$ cat config.mk
export PLATFORM = sky130hd
export DESIGN_NAME = positional_ordered_list_flat
export DESIGN_NICKNAME = d
export VERILOG_FILES = /design/src/sv/pol_pkg.sv /design/src/sv/pol_if.sv /design/src/sv/positional_ordered_list.sv /design/src/sv/pol_cell.sv /design/src/flat_wrapper.sv
export VERILOG_INCLUDE_DIRS = /design/src /design/src/sv
export SDC_FILE = /design/constraint.sdc
export NUM_CORES = 2
export LEC_CHECK = 0
export BUFFER_PORTS_ARGS = -buffer_cell sky130_fd_sc_hd__buf_2
export CORE_AREA = 5 5 258 260
export DETAILED_ROUTE_END_ITERATION = 10
export DIE_AREA = 0 0 263 265
export GPL_ROUTABILITY_DRIVEN = 0
export GPL_TIMING_DRIVEN = 0
export PLACE_DENSITY_LB_ADDON = 0.1
export REMOVE_ABC_BUFFERS = 1
export SETUP_SLACK_MARGIN = 0.15
export SYNTH_ARGS = -nofsm -noshare
export SYNTH_HDL_FRONTEND = slang
export SYNTH_HIERARCHICAL = 1
export SYNTH_SLANG_ARGS = --single-unit
$ cat constraint.sdc
create_clock -name clk -period 6.75 [get_ports clk]
set_input_delay 1.35 -clock clk [delete_from_list [all_inputs] [get_ports clk]]
set_output_delay 1.35 -clock clk [all_outputs]
set_load 0.02 [all_outputs]
$ cat src/sv/positional_ordered_list_defines.svh
// Assertion macros used by the top RTL file of the ordered list.
`ifndef POSITIONAL_ORDERED_LIST_DEFINES_SVH
`define POSITIONAL_ORDERED_LIST_DEFINES_SVH

`ifndef SYNTHESIS

// Checked outside reset.
`define POL_ASSERT(label, clk, rst, prop) \
  label: assert property (@(posedge clk) disable iff (rst) prop) \
    else $error("ordered list assertion failed");

// Checked at every edge, reset included.
`define POL_ASSERT_ALWAYS(label, clk, prop) \
  label: assert property (@(posedge clk) prop) \
    else $error("ordered list assertion failed");

`else

`define POL_ASSERT(label, clk, rst, prop)
`define POL_ASSERT_ALWAYS(label, clk, prop)

`endif

`endif

$ cat src/sv/pol_pkg.sv
package pol_pkg;

  // Number of slots in the list.
  localparam int CAPACITY = 16;

  // Field widths of the request and response words.
  localparam int VAL_W = 32;
  localparam int POS_W = 5;
  localparam int LEN_W = 5;

  // Count register width: it must hold CAPACITY itself.
  localparam int CNT_W = $clog2(CAPACITY + 1);

  // Width used to compare positions, counts and slot indexes.
  localparam int CMP_W = (CNT_W > POS_W) ? CNT_W : POS_W;

  typedef enum logic [1:0] {
    ACT_INSERT = 2'd0,
    ACT_REMOVE = 2'd1,
    ACT_ERASE  = 2'd2
  } action_t;

  typedef enum logic [1:0] {
    ST_DONE = 2'd0,
    ST_BAD  = 2'd1,
    ST_MISS = 2'd2
  } status_t;

  // Command broadcast to every cell of the row. The insert and remove
  // flags are only set for requests that were accepted and are legal.
  typedef struct packed {
    logic                    insert;
    logic                    remove;
    logic                    erase;
    logic [CMP_W-1:0]        pos;
    logic [CMP_W-1:0]        count;
    logic signed [VAL_W-1:0] value;
  } pol_ctrl_t;

endpackage

$ cat src/sv/pol_if.sv
interface pol_req_if;
  logic                            valid;
  logic                            ready;
  logic [1:0]                      action;
  logic signed [pol_pkg::VAL_W-1:0] value;
  logic [pol_pkg::POS_W-1:0]       position;

  modport source (output valid, output action, output value, output position, input ready);
  modport sink (input valid, input action, input value, input position, output ready);
endinterface

interface pol_rsp_if;
  logic                      valid;
  logic                      ready;
  logic [1:0]                status;
  logic [pol_pkg::LEN_W-1:0] length;

  modport source (output valid, output status, output length, input ready);
  modport sink (input valid, input status, input length, output ready);
endinterface

$ cat src/sv/positional_ordered_list.sv
// Bounded ordered list of signed 32-bit values, front first.
// Requests arrive as words on the req channel (action, value, position)
// and each one produces exactly one response word on the rsp channel
// carrying a status and the number of entries held after the request.
// Insert places value at position (0 up to the count, the count appends),
// remove deletes the entry at position, erase deletes the first entry from
// the front that equals value. Illegal positions, a full list and the
// unused action code give status 1; an erase without a match gives 2.
// The list lives in a row of cells, one per slot; every cell takes its own
// word, its left or right neighbor's or the new value in the same cycle, and
// a match flag ripples down the row to find the first equal entry.
// The response word is registered in the cycle after acceptance; the
// block accepts one request per cycle unless stalled, bounded by the cell
// update together with that match ripple. The response sits in an output
// register; a new request is taken whenever that register is empty or being
// drained, so a stalled receiver stalls the request side after one word.
// Reset empties the list and drops any pending response; slot contents
// are not cleared, since only slots below the count are ever read.
module positional_ordered_list (
  input  logic     clk,
  input  logic     rst,
  pol_req_if.sink  req,
  pol_rsp_if.source rsp
);
  import pol_pkg::*;

`include "positional_ordered_list_defines.svh"

  logic [CNT_W-1:0]        count;
  logic [CNT_W-1:0]        count_next;
  status_t                 status_next;
  logic                    accept;
  logic [CMP_W-1:0]        pos_x;
  logic [CMP_W-1:0]        cnt_x;
  logic                    ins_ok;
  logic                    rem_ok;
  logic                    found;
  pol_ctrl_t               ctrl;
  logic signed [VAL_W-1:0] slot [CAPACITY];
  logic                    hit [CAPACITY+1];

  // The response register frees up as soon as the receiver takes it.
  assign req.ready = !rsp.valid || rsp.ready;
  assign accept    = req.valid && req.ready;

  assign pos_x  = CMP_W'(req.position);
  assign cnt_x  = CMP_W'(count);
  assign ins_ok = (pos_x <= cnt_x) && (count < CNT_W'(CAPACITY));
  assign rem_ok = pos_x < cnt_x;

  // Cells only move on accepted, legal requests. A failed erase moves
  // nothing because no cell ever raises the match flag.
  always_comb begin
    ctrl.insert = accept && (req.action == ACT_INSERT) && ins_ok;
    ctrl.remove = accept && (req.action == ACT_REMOVE) && rem_ok;
    ctrl.erase  = accept && (req.action == ACT_ERASE);
    ctrl.pos    = pos_x;
    ctrl.count  = cnt_x;
    ctrl.value  = req.value;
  end

  assign hit[0] = 1'b0;

  genvar i;
  generate
    for (i = 0; i < CAPACITY; i++) begin : g_cell
      logic signed [VAL_W-1:0] left_d;
      logic signed [VAL_W-1:0] right_d;

      if (i == 0) begin : g_first
        assign left_d = req.value;
      end else begin : g_left
        assign left_d = slot[i-1];
      end

      if (i == CAPACITY - 1) begin : g_last
        assign right_d = slot[i];
      end else begin : g_right
        assign right_d = slot[i+1];
      end

      pol_cell u_cell (
        .clk        (clk),
        .ctrl       (ctrl),
        .index      (CMP_W'(i)),
        .left_data  (left_d),
        .right_data (right_d),
        .hit_in     (hit[i]),
        .data       (slot[i]),
        .hit_out    (hit[i+1])
      );
    end
  endgenerate

  assign found = hit[CAPACITY];

  always_comb begin
    count_next  = count;
    status_next = ST_BAD;
    case (req.action)
      ACT_INSERT: begin
        if (ins_ok) begin
          count_next  = count + CNT_W'(1);
          status_next = ST_DONE;
        end
      end
      ACT_REMOVE: begin
        if (rem_ok) begin
          count_next  = count - CNT_W'(1);
          status_next = ST_DONE;
        end
      end
      ACT_ERASE: begin
        if (found) begin
          count_next  = count - CNT_W'(1);
          status_next = ST_DONE;
        end else begin
          status_next = ST_MISS;
        end
      end
      default: begin
        status_next = ST_BAD;
      end
    endcase
  end

  always_ff @(posedge clk) begin
    if (rst) begin
      count     <= '0;
      rsp.valid <= 1'b0;
    end else begin
      if (accept) begin
        count     <= count_next;
        rsp.valid <= 1'b1;
      end else if (rsp.ready) begin
        rsp.valid <= 1'b0;
      end
    end
  end

  // Response payload needs no reset; it is qualified by rsp.valid.
  always_ff @(posedge clk) begin
    if (accept) begin
      rsp.status <= status_next;
      rsp.length <= LEN_W'(CMP_W'(count_next));
    end
  end

  `POL_ASSERT(a_count_bound, clk, rst, count <= CNT_W'(CAPACITY))
  `POL_ASSERT(a_rsp_follows, clk, rst, accept |=> rsp.valid)
  `POL_ASSERT(a_insert_grows, clk, rst,
    (accept && (req.action == ACT_INSERT) && (status_next == ST_DONE))
      |=> (count == $past(count) + CNT_W'(1)))
  `POL_ASSERT(a_miss_only_erase, clk, rst,
    (accept && (status_next == ST_MISS)) |-> (req.action == ACT_ERASE))
  `POL_ASSERT_ALWAYS(a_reset_empty, clk,
    $past(rst) |-> ((count == '0) && !rsp.valid))

endmodule

$ cat src/sv/pol_cell.sv
module pol_cell (
  input  logic                             clk,
  input  pol_pkg::pol_ctrl_t               ctrl,
  input  logic [pol_pkg::CMP_W-1:0]        index,
  input  logic signed [pol_pkg::VAL_W-1:0] left_data,
  input  logic signed [pol_pkg::VAL_W-1:0] right_data,
  input  logic                             hit_in,
  output logic signed [pol_pkg::VAL_W-1:0] data,
  output logic                             hit_out
);
  import pol_pkg::*;

  logic live;
  logic match;
  logic take_right;

  // A cell only matches while it holds a live entry of the list.
  assign live    = index < ctrl.count;
  assign match   = ctrl.erase && live && (data == ctrl.value);
  assign hit_out = hit_in | match;

  // Removal and erase close the gap: the removed or first matching cell and all
  // behind it pull the word of their right neighbor.
  assign take_right = (ctrl.remove && (index >= ctrl.pos)) || (ctrl.erase && hit_out);

  always_ff @(posedge clk) begin
    if (ctrl.insert && (index > ctrl.pos)) begin
      data <= left_data;
    end else if (ctrl.insert && (index == ctrl.pos)) begin
      data <= ctrl.value;
    end else if (take_right) begin
      data <= right_data;
    end
  end

endmodule
$ cat src/flat_wrapper.sv
// flat-port wrapper written by rule: the top's interface ports become plain ports
module positional_ordered_list_flat import pol_pkg::*;
  (clk, rst, req_valid, req_action, req_value, req_position, req_ready, rsp_valid, rsp_status, rsp_length, rsp_ready);
  pol_req_if req_i ();
  pol_rsp_if rsp_i ();
  input  logic clk;
  input  logic rst;
  input wire logic [$bits(req_i.valid)-1:0] req_valid;
  input wire logic [$bits(req_i.action)-1:0] req_action;
  input wire logic [$bits(req_i.value)-1:0] req_value;
  input wire logic [$bits(req_i.position)-1:0] req_position;
  output wire logic [$bits(req_i.ready)-1:0] req_ready;
  output wire logic [$bits(rsp_i.valid)-1:0] rsp_valid;
  output wire logic [$bits(rsp_i.status)-1:0] rsp_status;
  output wire logic [$bits(rsp_i.length)-1:0] rsp_length;
  input wire logic [$bits(rsp_i.ready)-1:0] rsp_ready;
  assign req_i.valid = req_valid;
  assign req_i.action = req_action;
  assign req_i.value = req_value;
  assign req_i.position = req_position;
  assign req_ready = req_i.ready;
  assign rsp_valid = rsp_i.valid;
  assign rsp_status = rsp_i.status;
  assign rsp_length = rsp_i.length;
  assign rsp_i.ready = rsp_ready;
  positional_ordered_list u_core (.clk(clk), .rst(rst), .req(req_i), .rsp(rsp_i));
endmodule
==> results.sh <==
export IMPL_outcome="complete, no violations"
export IMPL_yosysSeqAreaShare_pct=42.0
export IMPL_placed_area_um2=39100
export IMPL_largest_stage_delay_worst_path_ns=0.43
export IMPL_min_period_over_period_pct=95.8
export IMPL_die_height_um=265
export IMPL_vdd_drop_max_mv=0.175
export IMPL_dp_hpwl_um=70700
export IMPL_synth_distinct_cells=61
export IMPL_timing_fmax_mhz=155
export IMPL_drc=0
export IMPL_cap_viol_max_count=0
export IMPL_buffer_ports_inserted=51
export IMPL_antenna_violating_nets_post_route=0
export IMPL_switching_power_w=0.00224
export IMPL_rsz_0062_raised_after_global_routing="false"
export IMPL_final_nets=4009
export IMPL_core_area_um2=63900
export IMPL_power_leakage_nw=17.6
export IMPL_final_min_clock_period_ns=6.47
export IMPL_placement_rows=93
export IMPL_detailroute_via_count=28400
export IMPL_drive_above_1_share_pct=7.26
export IMPL_globalRouteTotalUtil_pct=26.7
export IMPL_clk_pin_slew_ns=0.06
export IMPL_drv_slew=0
export IMPL_synth_largest_type_area_fraction_pct=41.7
export IMPL_syn_cell_area_um2=37300
export IMPL_cell_occurring_most_often_along_the_worst_timing_path="sky130_fd_sc_hd__o31ai_4"
export IMPL_postSynthAreaPerCell_um2=10.2
export IMPL_drt_vias_per_instance=6.02
export IMPL_power_density_nw_per_um2=200
export IMPL_pwr_share_clk_pct=38.1
export IMPL_cts_hold_buffers_added=0
export IMPL_cp_slowest_cell="sky130_fd_sc_hd__nor4_2"
export IMPL_synth_seq_cells=525
export IMPL_first_pass_grt_wire_length_um=156000
export IMPL_yosysWarnings=6
export IMPL_cellInternalPower_w=0.00602
export IMPL_startpoint_type="input port"
export IMPL_critPathRequiredTime_ns=7.12
export IMPL_placed_cells_incl_taps=4597
export IMPL_final_design_area_no_fill_um2=41400
export IMPL_first_global_vias=29600
export IMPL_pin_count_of_the_biggest_net_entering_global_routing=81
export IMPL_crit_fanout=33
export IMPL_globalRoute_totalOverflow=0
export IMPL_num_antenna_cells=0
export IMPL_synth_commonest_cells="sky130_fd_sc_hd__o21ai_0, sky130_fd_sc_hd__nand2_1, sky130_fd_sc_hd__edfxtp_1, sky130_fd_sc_hd__mux2i_1, sky130_fd_sc_hd__xor2_1"
export IMPL_dr_first_iter_drc_count=2441
export IMPL_number_of_enable_flip_flop_cells_after_synthesis=519
export IMPL_ys_flop_type="sky130_fd_sc_hd__edfxtp_1"
export IMPL_initial_utilization_pct=58.5
export IMPL_setup_worst_path_end_class="register"
export IMPL_sw_share_pct=27.1
export IMPL_numCtsBuffers=58
export IMPL_finalCoreUtilization_pct=64.8
export IMPL_cp_buffers_inverters=12
export IMPL_cts_root_buffer_cell="sky130_fd_sc_hd__clkbuf_16"
export IMPL_synth_async_reset_ratio_pct=0
export IMPL_clk_latency_ns=0.63
export IMPL_fin_skew_ns=0.0342
export IMPL_critical_path_top_delay_family="compound AO/OA/AOI/OAI gates"
export IMPL_drt_wirelength_per_cell_um=20.6
export IMPL_hold_path_class="reg -> reg"
export IMPL_arrival_ns=6.84
export IMPL_tritoncts="yes"
export IMPL_power_frac_seq_pct=47.5
export IMPL_comb_power_share_pct=14.4
export IMPL_drt_first_pass_iters=5
export IMPL_die_width_um=263
export IMPL_worst_slew_pin_transition_ns=1.18
export IMPL_antenna_found_initial=0
export IMPL_layoutNonFillerInstCount=4712
export IMPL_final_hold_viol_count=0
export IMPL_area_grow_syn2layout_pct=10.8
export IMPL_drt_total_wl_um=97100
export IMPL_max_slew_margin_pct=20.9
export IMPL_fin_tns_setup_ns=0
export IMPL_ioPinCount=52
export IMPL_cts_htree_levels=2
export IMPL_clockBufferDepth=3
export IMPL_synthTopCellsByArea="sky130_fd_sc_hd__edfxtp_1, sky130_fd_sc_hd__mux2i_1, sky130_fd_sc_hd__xor2_1, sky130_fd_sc_hd__o21ai_0, sky130_fd_sc_hd__nand2_1"
export IMPL_post_synthesis_cell_type_with_the_largest_combined_area="sky130_fd_sc_hd__edfxtp_1"
export IMPL_numClockSinks=525
export IMPL_timing_worst_setup_path_type="in -> reg"
export IMPL_design_die_area_um2=69700
export IMPL_postSynthCellCount=3659
export IMPL_setup_viol=0
export IMPL_synth_most_common_cell="sky130_fd_sc_hd__o21ai_0"
-- sequential cells by signal, summed over array words and instances (netlist names) --
signal / count
u_core/rsp.status: 2
u_core/cnt_x: 5
u_core/rsp.length: 5
u_core/rsp.valid: 1
u_core/g_cell.u_cell/data: 512
-- final cells by class --
| cell class | instances | area [µm²] |
|---|---|---|
| clock buffers | 64 | 1500 |
| well taps | 855 | 1070 |
| repair buffers | 101 | 1110 |
| clock inverters | 38 | 345 |
| fillers | 5131 | 22500 |
| inverters | 202 | 758 |
| multi-input cells | 2927 | 20900 |
| flip-flops and latches | 525 | 15700 |
-- cell usage in the layout, fill, tap and decap left out, types with 17 or more instances in the layout --
cell,n
sky130_fd_sc_hd__buf_8,29
sky130_fd_sc_hd__clkinv_1,18
sky130_fd_sc_hd__buf_4,36
sky130_fd_sc_hd__nand2_2,17
sky130_fd_sc_hd__a21oi_1,40
sky130_fd_sc_hd__buf_2,18
sky130_fd_sc_hd__nor2b_1,37
sky130_fd_sc_hd__a22o_1,33
sky130_fd_sc_hd__nand2_1,532
sky130_fd_sc_hd__ha_1,151
sky130_fd_sc_hd__clkbuf_16,59
sky130_fd_sc_hd__and3_1,33
sky130_fd_sc_hd__edfxtp_1,519
sky130_fd_sc_hd__conb_1,161
sky130_fd_sc_hd__xnor2_1,156
sky130_fd_sc_hd__mux2i_1,496
sky130_fd_sc_hd__a21o_1,17
sky130_fd_sc_hd__nor2_1,50
sky130_fd_sc_hd__nand4_1,53
sky130_fd_sc_hd__inv_1,195
sky130_fd_sc_hd__nand3_1,20
sky130_fd_sc_hd__nor4_1,83
sky130_fd_sc_hd__xor2_1,350
sky130_fd_sc_hd__o21ai_0,539
-- power by group through the flow --
stage / registers, W / logic (W) / clock network [W]
after floorplan: 0.00394 / 0.000712 / 0
after global placement: 0.00400 / 0.00103 / 0
after detailed placement: 0.00399 / 0.00113 / 0
after CTS: 0.00392 / 0.00116 / 0.00321
after global routing: 0.00394 / 0.00131 / 0.00335
final: 0.00392 / 0.00119 / 0.00315
-- final timing paths --
path / startpoint / endpoint / slack (ns) / depth (start not counted)
setup / recovery: req_value[3] / u_core/rsp.length[3] / 0.28 / 36
hold / removal: u_core/rsp.valid / u_core/rsp.valid / 0.58 / 2
setup reg to reg: u_core/cnt_x[0] / u_core/rsp.length[3] / 0.52 / 35
hold reg to reg: u_core/rsp.valid / u_core/rsp.valid / 0.58 / 2
-- routing by layer --
layer	global-route usage (%)	vias up	part of all wire, %
met5	0	-	0
met3	4.25	132	6.7
met2	45.4	867	48
met1	36.8	14100	44
met4	5.53	0	1.6
li1	-	13300	-
-- worst register-to-register path, delay by kind of cell, from the launching register on --
kind	cells	cell delay [ns]
buf+inv	11	1.09
simple gates	3	0.51
compound gates	21	3.30
flops	1	1.05
-- cells by family (layout without fill, tap and decap cells) --
logic type                 count (synthesis)  count (layout)  share of synthesized area (%)
and+or+nand+nor                          862             863                           10.5
AOI/OAI and AO/OA                        745             745                           12.0
DFF                                      525             525                           42.0
xor gates and xnor gates                 509             509                           11.9
muxes                                    498             498                           13.4
buffers and inverters                    367             405                           5.06
adders and majority gates                151             151                           5.06
other                                      2             161                         0.0201
-- timing repair --
item | 4_1_cts | 5_1_grt
setup buffers | 8 | 4
pin swaps | 7 | 3
gates cloned | 1 | 0
setup endpoints to repair | 235 | 37
gates resized for setup | 69 | 18
-- metrics by stage --
step / hold WS [ns] / setup WS [ns] / power [W]
after floorplan: 0.522 / -0.198 / 0.00465
after CTS: 0.576 / 0.150 / 0.00829
after global placement: 0.525 / -4.07 / 0.00503
after detailed placement: 0.535 / -2.75 / 0.00512
after global routing: 0.596 / 0.182 / 0.00859
final: 0.578 / 0.285 / 0.00826
Power figures use the tool's default switching activity.
